===== src/hw/rtl/urc_pkg.sv =====
// Shared types and constants of the ultrasonic ranging controller.
package urc_pkg;

  localparam int unsigned US_PER_MS = 1000;

  localparam int unsigned PRE_W   = 10;
  localparam int unsigned MS_W    = 16;
  localparam int unsigned COUNT_W = 20;
  localparam int unsigned DIST_W  = 16;
  localparam int unsigned IVAL_W  = 15;
  localparam int unsigned WIDTH_W = 10;
  localparam int unsigned SPEED_W = 10;
  localparam int unsigned PROD_W  = COUNT_W + SPEED_W;
  localparam int unsigned IDX_W   = 8;
  localparam int unsigned CDATA_W = 16;

  localparam logic [MS_W-1:0]    MS_MAX    = '1;
  localparam logic [COUNT_W-1:0] COUNT_MAX = '1;
  localparam logic [DIST_W-1:0]  DIST_MAX  = '1;

  // count * speed / 2000 = ((count * speed) >> 4) / 125
  // x / 125 = (x * RECIP_125) >> RECIP_SHIFT, exact for x below 2^26
  localparam int unsigned DIV_IN_W    = PROD_W - 4;
  localparam int unsigned RECIP_W     = 27;
  localparam int unsigned RECIP_SHIFT = 33;
  localparam logic [RECIP_W-1:0] RECIP_125 = 27'd68719477;
  localparam int unsigned SCALED_W    = DIV_IN_W + RECIP_W;
  localparam int unsigned QUOT_W      = SCALED_W - RECIP_SHIFT;

  // register indexes
  localparam logic [IDX_W-1:0] REG_TRIG_INTERVAL = 8'd0;
  localparam logic [IDX_W-1:0] REG_ECHO_TIMEOUT  = 8'd1;
  localparam logic [IDX_W-1:0] REG_TRIG_WIDTH    = 8'd2;
  localparam logic [IDX_W-1:0] REG_SOUND_SPEED   = 8'd3;

  localparam logic [IVAL_W-1:0]  RST_TRIG_INTERVAL = 15'd200;
  localparam logic [IVAL_W-1:0]  RST_ECHO_TIMEOUT  = 15'd30;
  localparam logic [WIDTH_W-1:0] RST_TRIG_WIDTH    = 10'd15;
  localparam logic [SPEED_W-1:0] RST_SOUND_SPEED   = 10'd343;

  typedef enum logic [1:0] {
    DIST_KEEP,
    DIST_LOAD,
    DIST_CLEAR
  } dist_op_e;

  typedef struct packed {
    logic [IVAL_W-1:0]  trig_interval;
    logic [IVAL_W-1:0]  echo_timeout;
    logic [WIDTH_W-1:0] trig_width;
    logic [SPEED_W-1:0] sound_speed;
  } cfg_t;

  typedef struct packed {
    logic trig;
    logic measuring;
    logic ready;
    logic timed_out;
    dist_op_e op;
  } flags_t;

  // control stage result handed to the distance pipeline
  typedef struct packed {
    flags_t             flags;
    logic [COUNT_W-1:0] count;
    logic [SPEED_W-1:0] speed;
  } tick_t;

  typedef struct packed {
    flags_t            flags;
    logic [PROD_W-1:0] prod;
  } prod_t;

  typedef struct packed {
    logic              trig;
    logic [DIST_W-1:0] distance;
    logic              measuring;
    logic              ready;
    logic              timed_out;
  } result_t;

endpackage


===== src/hw/rtl/urc_ctrl.sv =====
// Per-tick control: echo edge timing, millisecond timebase, timeout and trigger.
module urc_ctrl import urc_pkg::*; (
  input  logic  clk_i,
  input  logic  rst_ni,
  input  logic  accept_i,
  input  logic  echo_i,
  input  cfg_t  cfg_i,
  output tick_t tick_o
);

  logic [PRE_W-1:0]   pre_q, pre_d;
  logic [MS_W-1:0]    ms_q, ms_d;
  logic               await_q, await_d;
  logic               active_q, active_d;
  logic               prev_q;
  logic [COUNT_W-1:0] count_q, count_d;
  logic [WIDTH_W-1:0] trem_q, trem_d;
  tick_t              tick_q, tick_d;

  logic [PRE_W:0] pre_inc;
  logic           boundary;

  assign pre_inc  = {1'b0, pre_q} + 1'b1;
  assign boundary = pre_inc >= (PRE_W+1)'(US_PER_MS);

  always_comb begin
    pre_d    = pre_q;
    ms_d     = ms_q;
    await_d  = await_q;
    active_d = active_q;
    count_d  = count_q;
    trem_d   = trem_q;
    tick_d.flags.ready     = 1'b0;
    tick_d.flags.timed_out = 1'b0;
    tick_d.flags.op        = DIST_KEEP;
    tick_d.count           = count_q;
    tick_d.speed           = cfg_i.sound_speed;

    // each echo edge starts or stops the pulse counter
    if (echo_i != prev_q) begin
      if (!active_q) begin
        active_d = 1'b1;
        count_d  = '0;
      end else begin
        active_d           = 1'b0;
        tick_d.flags.ready = 1'b1;
        tick_d.flags.op    = DIST_LOAD;
      end
    end else if (active_q && count_q != COUNT_MAX) begin
      count_d = count_q + 1'b1;
    end

    if (boundary) begin
      pre_d = '0;
      if (ms_q != MS_MAX) ms_d = ms_q + 1'b1;
      if (await_q) begin
        if (!active_d) begin
          await_d = 1'b0;
        end else if (ms_d > {1'b0, cfg_i.echo_timeout}) begin
          active_d               = 1'b0;
          await_d                = 1'b0;
          tick_d.flags.ready     = 1'b1;
          tick_d.flags.timed_out = 1'b1;
          tick_d.flags.op        = DIST_CLEAR;
        end
      end
      if (!await_d && ms_d >= {1'b0, cfg_i.trig_interval}) begin
        trem_d  = cfg_i.trig_width;
        ms_d    = '0;
        await_d = 1'b1;
      end
    end else begin
      pre_d = pre_inc[PRE_W-1:0];
    end

    tick_d.flags.trig = trem_d != '0;
    if (tick_d.flags.trig) trem_d = trem_d - 1'b1;
    tick_d.flags.measuring = active_d;
  end

  always_ff @(posedge clk_i or negedge rst_ni) begin
    if (!rst_ni) begin
      pre_q    <= '0;
      ms_q     <= '0;
      await_q  <= 1'b0;
      active_q <= 1'b0;
      prev_q   <= 1'b0;
      count_q  <= '0;
      trem_q   <= '0;
    end else if (accept_i) begin
      pre_q    <= pre_d;
      ms_q     <= ms_d;
      await_q  <= await_d;
      active_q <= active_d;
      prev_q   <= echo_i;
      count_q  <= count_d;
      trem_q   <= trem_d;
    end
  end

  always_ff @(posedge clk_i) begin
    if (accept_i) tick_q <= tick_d;
  end

  assign tick_o = tick_q;

endmodule


===== src/hw/rtl/urc_dist.sv =====
// Distance pipeline: pulse length times speed, divide by 2000, saturate, hold.
module urc_dist import urc_pkg::*; (
  input  logic    clk_i,
  input  logic    rst_ni,
  input  logic    load_prod_i,
  input  logic    load_out_i,
  input  tick_t   tick_i,
  output result_t result_o
);

  prod_t              prod_q;
  logic [DIV_IN_W-1:0] div_in;
  logic [SCALED_W-1:0] scaled;
  logic [QUOT_W-1:0]   quot;
  logic [DIST_W-1:0]   dist_sat;
  logic [DIST_W-1:0]   dist_q, dist_d;
  flags_t              flags_q;

  always_ff @(posedge clk_i) begin
    if (load_prod_i) begin
      prod_q.flags <= tick_i.flags;
      prod_q.prod  <= {{SPEED_W{1'b0}}, tick_i.count} * {{COUNT_W{1'b0}}, tick_i.speed};
    end
  end

  assign div_in   = prod_q.prod[PROD_W-1:4];
  assign scaled   = {{RECIP_W{1'b0}}, div_in} * {{DIV_IN_W{1'b0}}, RECIP_125};
  assign quot     = scaled[SCALED_W-1:RECIP_SHIFT];
  assign dist_sat = (quot > QUOT_W'(DIST_MAX)) ? DIST_MAX : quot[DIST_W-1:0];

  always_comb begin
    case (prod_q.flags.op)
      DIST_LOAD:  dist_d = dist_sat;
      DIST_CLEAR: dist_d = '0;
      default:    dist_d = dist_q;
    endcase
  end

  // the output distance register doubles as the stored distance
  always_ff @(posedge clk_i or negedge rst_ni) begin
    if (!rst_ni) begin
      dist_q <= '0;
    end else if (load_out_i) begin
      dist_q <= dist_d;
    end
  end

  always_ff @(posedge clk_i) begin
    if (load_out_i) flags_q <= prod_q.flags;
  end

  assign result_o.trig      = flags_q.trig;
  assign result_o.distance  = dist_q;
  assign result_o.measuring = flags_q.measuring;
  assign result_o.ready     = flags_q.ready;
  assign result_o.timed_out = flags_q.timed_out;

endmodule


===== src/hw/rtl/ultrasonic_ranging_controller.sv =====
// Ultrasonic ranging controller top level: config registers, stream ports, pipeline.
// A tick request passes the control, product and output registers to the master side.
// Throughput: one tick per cycle while unstalled; three stages: control, product, output.
// A stalled master side backs up stage by stage; bubbles still let requests in.
// Reset (rst_ni low, asynchronous): timebase, echo timing, trigger and distance clear
// to zero, config registers return to 200 ms / 30 ms / 15 us / 343 m/s.
module ultrasonic_ranging_controller import urc_pkg::*; (
  input  logic               clk_i,
  input  logic               rst_ni,
  // tick requests; tdata: [0] echo_level, [7:1] zero
  input  logic               s_axis_tvalid,
  output logic               s_axis_tready,
  input  logic [7:0]         s_axis_tdata,
  // results; tdata: [0] trigger_level, [16:1] distance_mm, [17] measuring,
  // [18] result_ready, [19] timed_out, [23:20] zero
  output logic               m_axis_tvalid,
  input  logic               m_axis_tready,
  output logic [23:0]        m_axis_tdata,
  // register writes
  input  logic               cfg_valid_i,
  output logic               cfg_ready_o,
  input  logic [IDX_W-1:0]   cfg_index_i,
  input  logic [CDATA_W-1:0] cfg_data_i
);

  cfg_t    cfg_q;
  tick_t   tick;
  result_t result;

  // stage valid bits: control, product, output
  logic ctl_vld_q, prod_vld_q, out_vld_q;
  logic ctl_rdy, prod_rdy, out_rdy;
  logic accept;

  // Config writes are always taken; unknown indexes are dropped.
  assign cfg_ready_o = 1'b1;

  always_ff @(posedge clk_i or negedge rst_ni) begin
    if (!rst_ni) begin
      cfg_q.trig_interval <= RST_TRIG_INTERVAL;
      cfg_q.echo_timeout  <= RST_ECHO_TIMEOUT;
      cfg_q.trig_width    <= RST_TRIG_WIDTH;
      cfg_q.sound_speed   <= RST_SOUND_SPEED;
    end else if (cfg_valid_i) begin
      unique case (cfg_index_i)
        REG_TRIG_INTERVAL: cfg_q.trig_interval <= cfg_data_i[IVAL_W-1:0];
        REG_ECHO_TIMEOUT:  cfg_q.echo_timeout  <= cfg_data_i[IVAL_W-1:0];
        REG_TRIG_WIDTH:    cfg_q.trig_width    <= cfg_data_i[WIDTH_W-1:0];
        REG_SOUND_SPEED:   cfg_q.sound_speed   <= cfg_data_i[SPEED_W-1:0];
        default: ;
      endcase
    end
  end

  // A stage can take new data when empty or when its content moves on.
  assign out_rdy  = !out_vld_q || m_axis_tready;
  assign prod_rdy = !prod_vld_q || out_rdy;
  assign ctl_rdy  = !ctl_vld_q || prod_rdy;

  assign s_axis_tready = ctl_rdy;
  assign accept        = s_axis_tvalid && ctl_rdy;

  always_ff @(posedge clk_i or negedge rst_ni) begin
    if (!rst_ni) begin
      ctl_vld_q  <= 1'b0;
      prod_vld_q <= 1'b0;
      out_vld_q  <= 1'b0;
    end else begin
      if (ctl_rdy)  ctl_vld_q  <= s_axis_tvalid;
      if (prod_rdy) prod_vld_q <= ctl_vld_q;
      if (out_rdy)  out_vld_q  <= prod_vld_q;
    end
  end

  urc_ctrl u_ctrl (
    .clk_i    (clk_i),
    .rst_ni   (rst_ni),
    .accept_i (accept),
    .echo_i   (s_axis_tdata[0]),
    .cfg_i    (cfg_q),
    .tick_o   (tick)
  );

  // The stored distance only changes when a real tick reaches the output stage.
  urc_dist u_dist (
    .clk_i       (clk_i),
    .rst_ni      (rst_ni),
    .load_prod_i (ctl_vld_q && prod_rdy),
    .load_out_i  (prod_vld_q && out_rdy),
    .tick_i      (tick),
    .result_o    (result)
  );

  assign m_axis_tvalid = out_vld_q;
  assign m_axis_tdata  = {4'b0000, result.timed_out, result.ready, result.measuring,
                          result.distance, result.trig};

endmodule


===== config.mk =====
export PLATFORM = sky130hd
export DESIGN_NAME = ultrasonic_ranging_controller
export DESIGN_NICKNAME = d
export VERILOG_FILES = /design/src/hw/rtl/urc_pkg.sv /design/src/hw/rtl/urc_ctrl.sv /design/src/hw/rtl/urc_dist.sv /design/src/hw/rtl/ultrasonic_ranging_controller.sv
export SDC_FILE = /design/constraint.sdc
export NUM_CORES = 1
export LEC_CHECK = 0
export ABC_AREA = 1
export BUFFER_PORTS_ARGS = -buffer_cell sky130_fd_sc_hd__buf_2
export CAP_MARGIN = 20
export CORE_MARGIN = 4
export CORE_UTILIZATION = 55
export CTS_CLUSTER_DIAMETER = 120
export DETAILED_ROUTE_END_ITERATION = 7
export GPL_ROUTABILITY_DRIVEN = 0
export GPL_TIMING_DRIVEN = 0
export PLACE_DENSITY_LB_ADDON = 0.05
export SETUP_SLACK_MARGIN = 0.02
export SLEW_MARGIN = 40
export SYNTH_ARGS = -nofsm -noshare
export SYNTH_HDL_FRONTEND = slang
export SYNTH_HIERARCHICAL = 1
export SYNTH_SLANG_ARGS = --single-unit

===== constraint.sdc =====
create_clock -name clk_i -period 11 [get_ports clk_i]
set_clock_uncertainty 0.1 [all_clocks]
set_input_delay 2.2 -clock clk_i [delete_from_list [all_inputs] [get_ports clk_i]]
set_output_delay 2.2 -clock clk_i [all_outputs]
set_load 0.01 [all_outputs]

==> reports/metrics.csv <==
stage;metric;value;unit
status;status;completed;
critical_path;crit_path_frequent_cell;nand2_1;
die;rows;83;
drt;drc;0;
clock_tree;cts_setup_buffers;0;
drt;vias;22482;
clock_tree;ctsResizeCount;0;
grt;antenna_found_initial;0;
final_layout;drive_above_1_share;0.0716;
clock_tree;cts_buffers;17;
timing;setup_viol;0;
synthesis;synth_edf_count;71;
grt;busiest_layer;met2;
die;core;51600;µm²
drt;ant_nets;0;
placed_design;dp.cells;4280;
min_path;min_path_type;register to register;
drt;wire_per_inst;16.8;µm
timing;setup_tns;0;ns
placed_design;dpl.hpwl;61800;µm
timing;tightest_slew;0.794;ns
synthesis;ys.flop_type;dfrtp_1;
min_path;hp-start;u_ctrl/tick_o[34];
critical_path;worstReg2RegStart;u_dist/div_in[15];
timing;max_freq;0.141;GHz
critical_path;worst_setup_path_start_kind;register;
die;chipWidth;237;µm
synthesis;yosys.area_share.simple;0.199;
synthesis;yosys-top-cells-area;fa_1, ha_1, inv_1;
timing;fin_ws;3.88;ns
clock_tree;clkTransAtPathRegs;0.08;ns
final_layout;diodes;0;
clock_tree;postCtsHoldBufs;0;
timing;final_hold_viol_count;0;
grt;globalRouteTotalUtil;0.267;
run;maxCapViolCount;0;
critical_path;cpPeakStageDelay;0.73;ns
drt;wl;72400;µm
synthesis;synth_top_family_by_area;adder cells;
timing;fin_crit_sh;0.647;
grt;gr-total-overflow;0;
synthesis;yosys-mux-area-fraction;0;
synthesis;avgSynthCellArea;8.13;µm²
clock_tree;insertion_delay;0.45;ns
final_layout;stdcell_area;30600;µm²
clock_tree;cts_tree;built;
drt;drt_pass1_iterations;6;
final_layout;fillCellCount;4675;
critical_path;crit_type;register to register;
timing;maxSlewHeadroom;0.471;
synthesis;yosys-top-cells-count;inv_1, nand2_1, ha_1;
final_layout;final_cell_count_no_fill;4312;
synthesis;synth_area;28800;µm²
final_layout;layout.nets;4377;
placed_design;portBuffers;50;
synthesis;synth_fa_ha_area_frac;0.405;
timing;rsz0062_at_grt;no;
clock_tree;htree_levels;4;
drt;detail_route.iter0.violations;1215;
synthesis;synth_top_area_cell;fa_1;
placed_design;place_area;30000;µm²
die;fp.dieArea;56100;µm²
grt;grtUsageMet2;0.461;
clock_tree;cts_buffer_depth;2;
synthesis;synthArstFlopShare;0.643;
timing;slew_viol_final;0;
synthesis;synthXorXnorAreaFrac;0.0158;
synthesis;ys_ff_latch;199;
grt;grt_max_degree;73;
die;io-pin-count;64;
placed_design;place_ws;3.90;ns
critical_path;endpoint_kind;register;
critical_path;worstPathArrival;7.37;ns
timing;fin_crit;7.12;ns
grt;first_global_vias;23542;
synthesis;post-synth-top-count-cell;inv_1;
drt;routed_via_density;5.21;
critical_path;cp.required;11.25;ns
clock_tree;cts_root_buf;clkbuf_16;
synthesis;synth_top_area_share;0.245;
critical_path;crit_start;u_dist/div_in[15];
final_layout;syn_to_final_growth;6.22;%
clock_tree;cts_num_sinks;199;
synthesis;synth_compound_area_frac;0.0578;
die;die_h;237;µm
critical_path;worstPathMaxFanout;10;
grt;met3_usage;0.0266;
die;initial_core_util;0.558;
synthesis;syn_inst;3545;
grt;grt_pass1_wl;121000;µm
synthesis;yosysUniqueCellTypes;60;
synthesis;ys_seq_area_frac;0.186;
grt;met1_usage;0.349;
synthesis;yosys_warnings;6;
critical_path;crit_slowest_cell;edfxtp_1;
[path summary, 6_finish.rpt]
check                      slack, ns  depth (start not counted)                 to
setup / recovery                3.88                         31  u_dist/dist_q[11]
hold / removal                  0.32                          0  u_dist/prod_q[34]
setup reg to reg                3.88                         31  u_dist/dist_q[11]
hold reg to reg                 0.32                          0  u_dist/prod_q[34]
max in group asynchronous       8.50                          2           cfg_q[4]
min in group asynchronous       1.54                          1          cfg_q[45]
[stage by stage]
step	util	hold WS, ns
6_report	0.593	0.321
2_1_floorplan	-	0.300
5_1_grt	0.593	0.333
3_3_place_gp	0.580	0.304
3_5_place_dp	0.581	0.305
4_1_cts	0.593	0.323
[worst max-delay path: cells and delay by family, from the launching register on]
family        cells  cell delay [ns]
buf+inv           8             0.92
flops             1             0.73
simple gates     15             1.40
fa+ha+maj         8             3.82
[cell type report]
type / count / area [µm²] / area share
Buffer: 80 / 443 / 0.0145
Clock buffer: 17 / 425 / 0.0139
Clock inverter: 15 / 178 / 0.00581
Inverter: 929 / 3490 / 0.114
Multi-Input combinational cell: 2340 / 19500 / 0.639
Sequential cell: 199 / 5360 / 0.175
Tap cell: 680 / 851 / 0.0278
Timing Repair Buffer: 52 / 315 / 0.0103
[kinds of logic (layout without fill, tap and decap cells)]
| kind of cell | count (synthesis) | after routing |
|---|---|---|
| xor gates and xnor gates | 52 | 52 |
| DFF | 199 | 199 |
| buffers and inverters | 1009 | 1093 |
| and+or+nand+nor | 1287 | 1287 |
| other | 2 | 5 |
| adders and majority gates | 721 | 721 |
| AOI/OAI and AO/OA | 275 | 275 |
[state kept, by name, indices dropped and copies added, names as in the netlist]
register,flops
cfg_q,50
u_ctrl/tick_o,35
u_dist/div_in,26
u_ctrl/count_q,20
u_ctrl/ms_q,16
u_dist/dist_q,16
u_ctrl/pre_q,10
u_ctrl/trem_q,10
u_dist/prod_q,6
u_dist/result_o,4
ctl_vld_q,1
m_axis_tvalid,1
prod_vld_q,1
u_ctrl/active_q,1
u_ctrl/await_q,1
u_ctrl/prev_q,1
[routing by layer]
layer	part of all wire	wire length [µm]
met4	0.040	2880
met1	0.43	30800
met3	0.040	2900
met2	0.49	35800
met5	0	0
[placed cells by master (no fill, tap or decap), types with 6 or more instances in the layout]
master,instances
o31ai_1,9
xor2_1,33
nor2_2,21
inv_2,17
o21ai_0,67
fa_1,353
nand3_2,19
buf_2,62
nor2_1,155
a21oi_1,91
inv_1,911
o21bai_1,68
nand3_1,145
nand4_1,46
nor3_1,31
nand2_2,28
buf_6,7
nor2_4,11
ha_1,368
a21o_1,7
nand2_1,789
dfrtp_1,111
edfxtp_1,71
xnor2_1,18
nor3_2,6
buf_4,11
clkbuf_16,17
clkbuf_1,44
dfstp_2,17
Power is not shown: default switching activity piles up to over one toggle a cycle in this logic, so the estimate is an artifact.
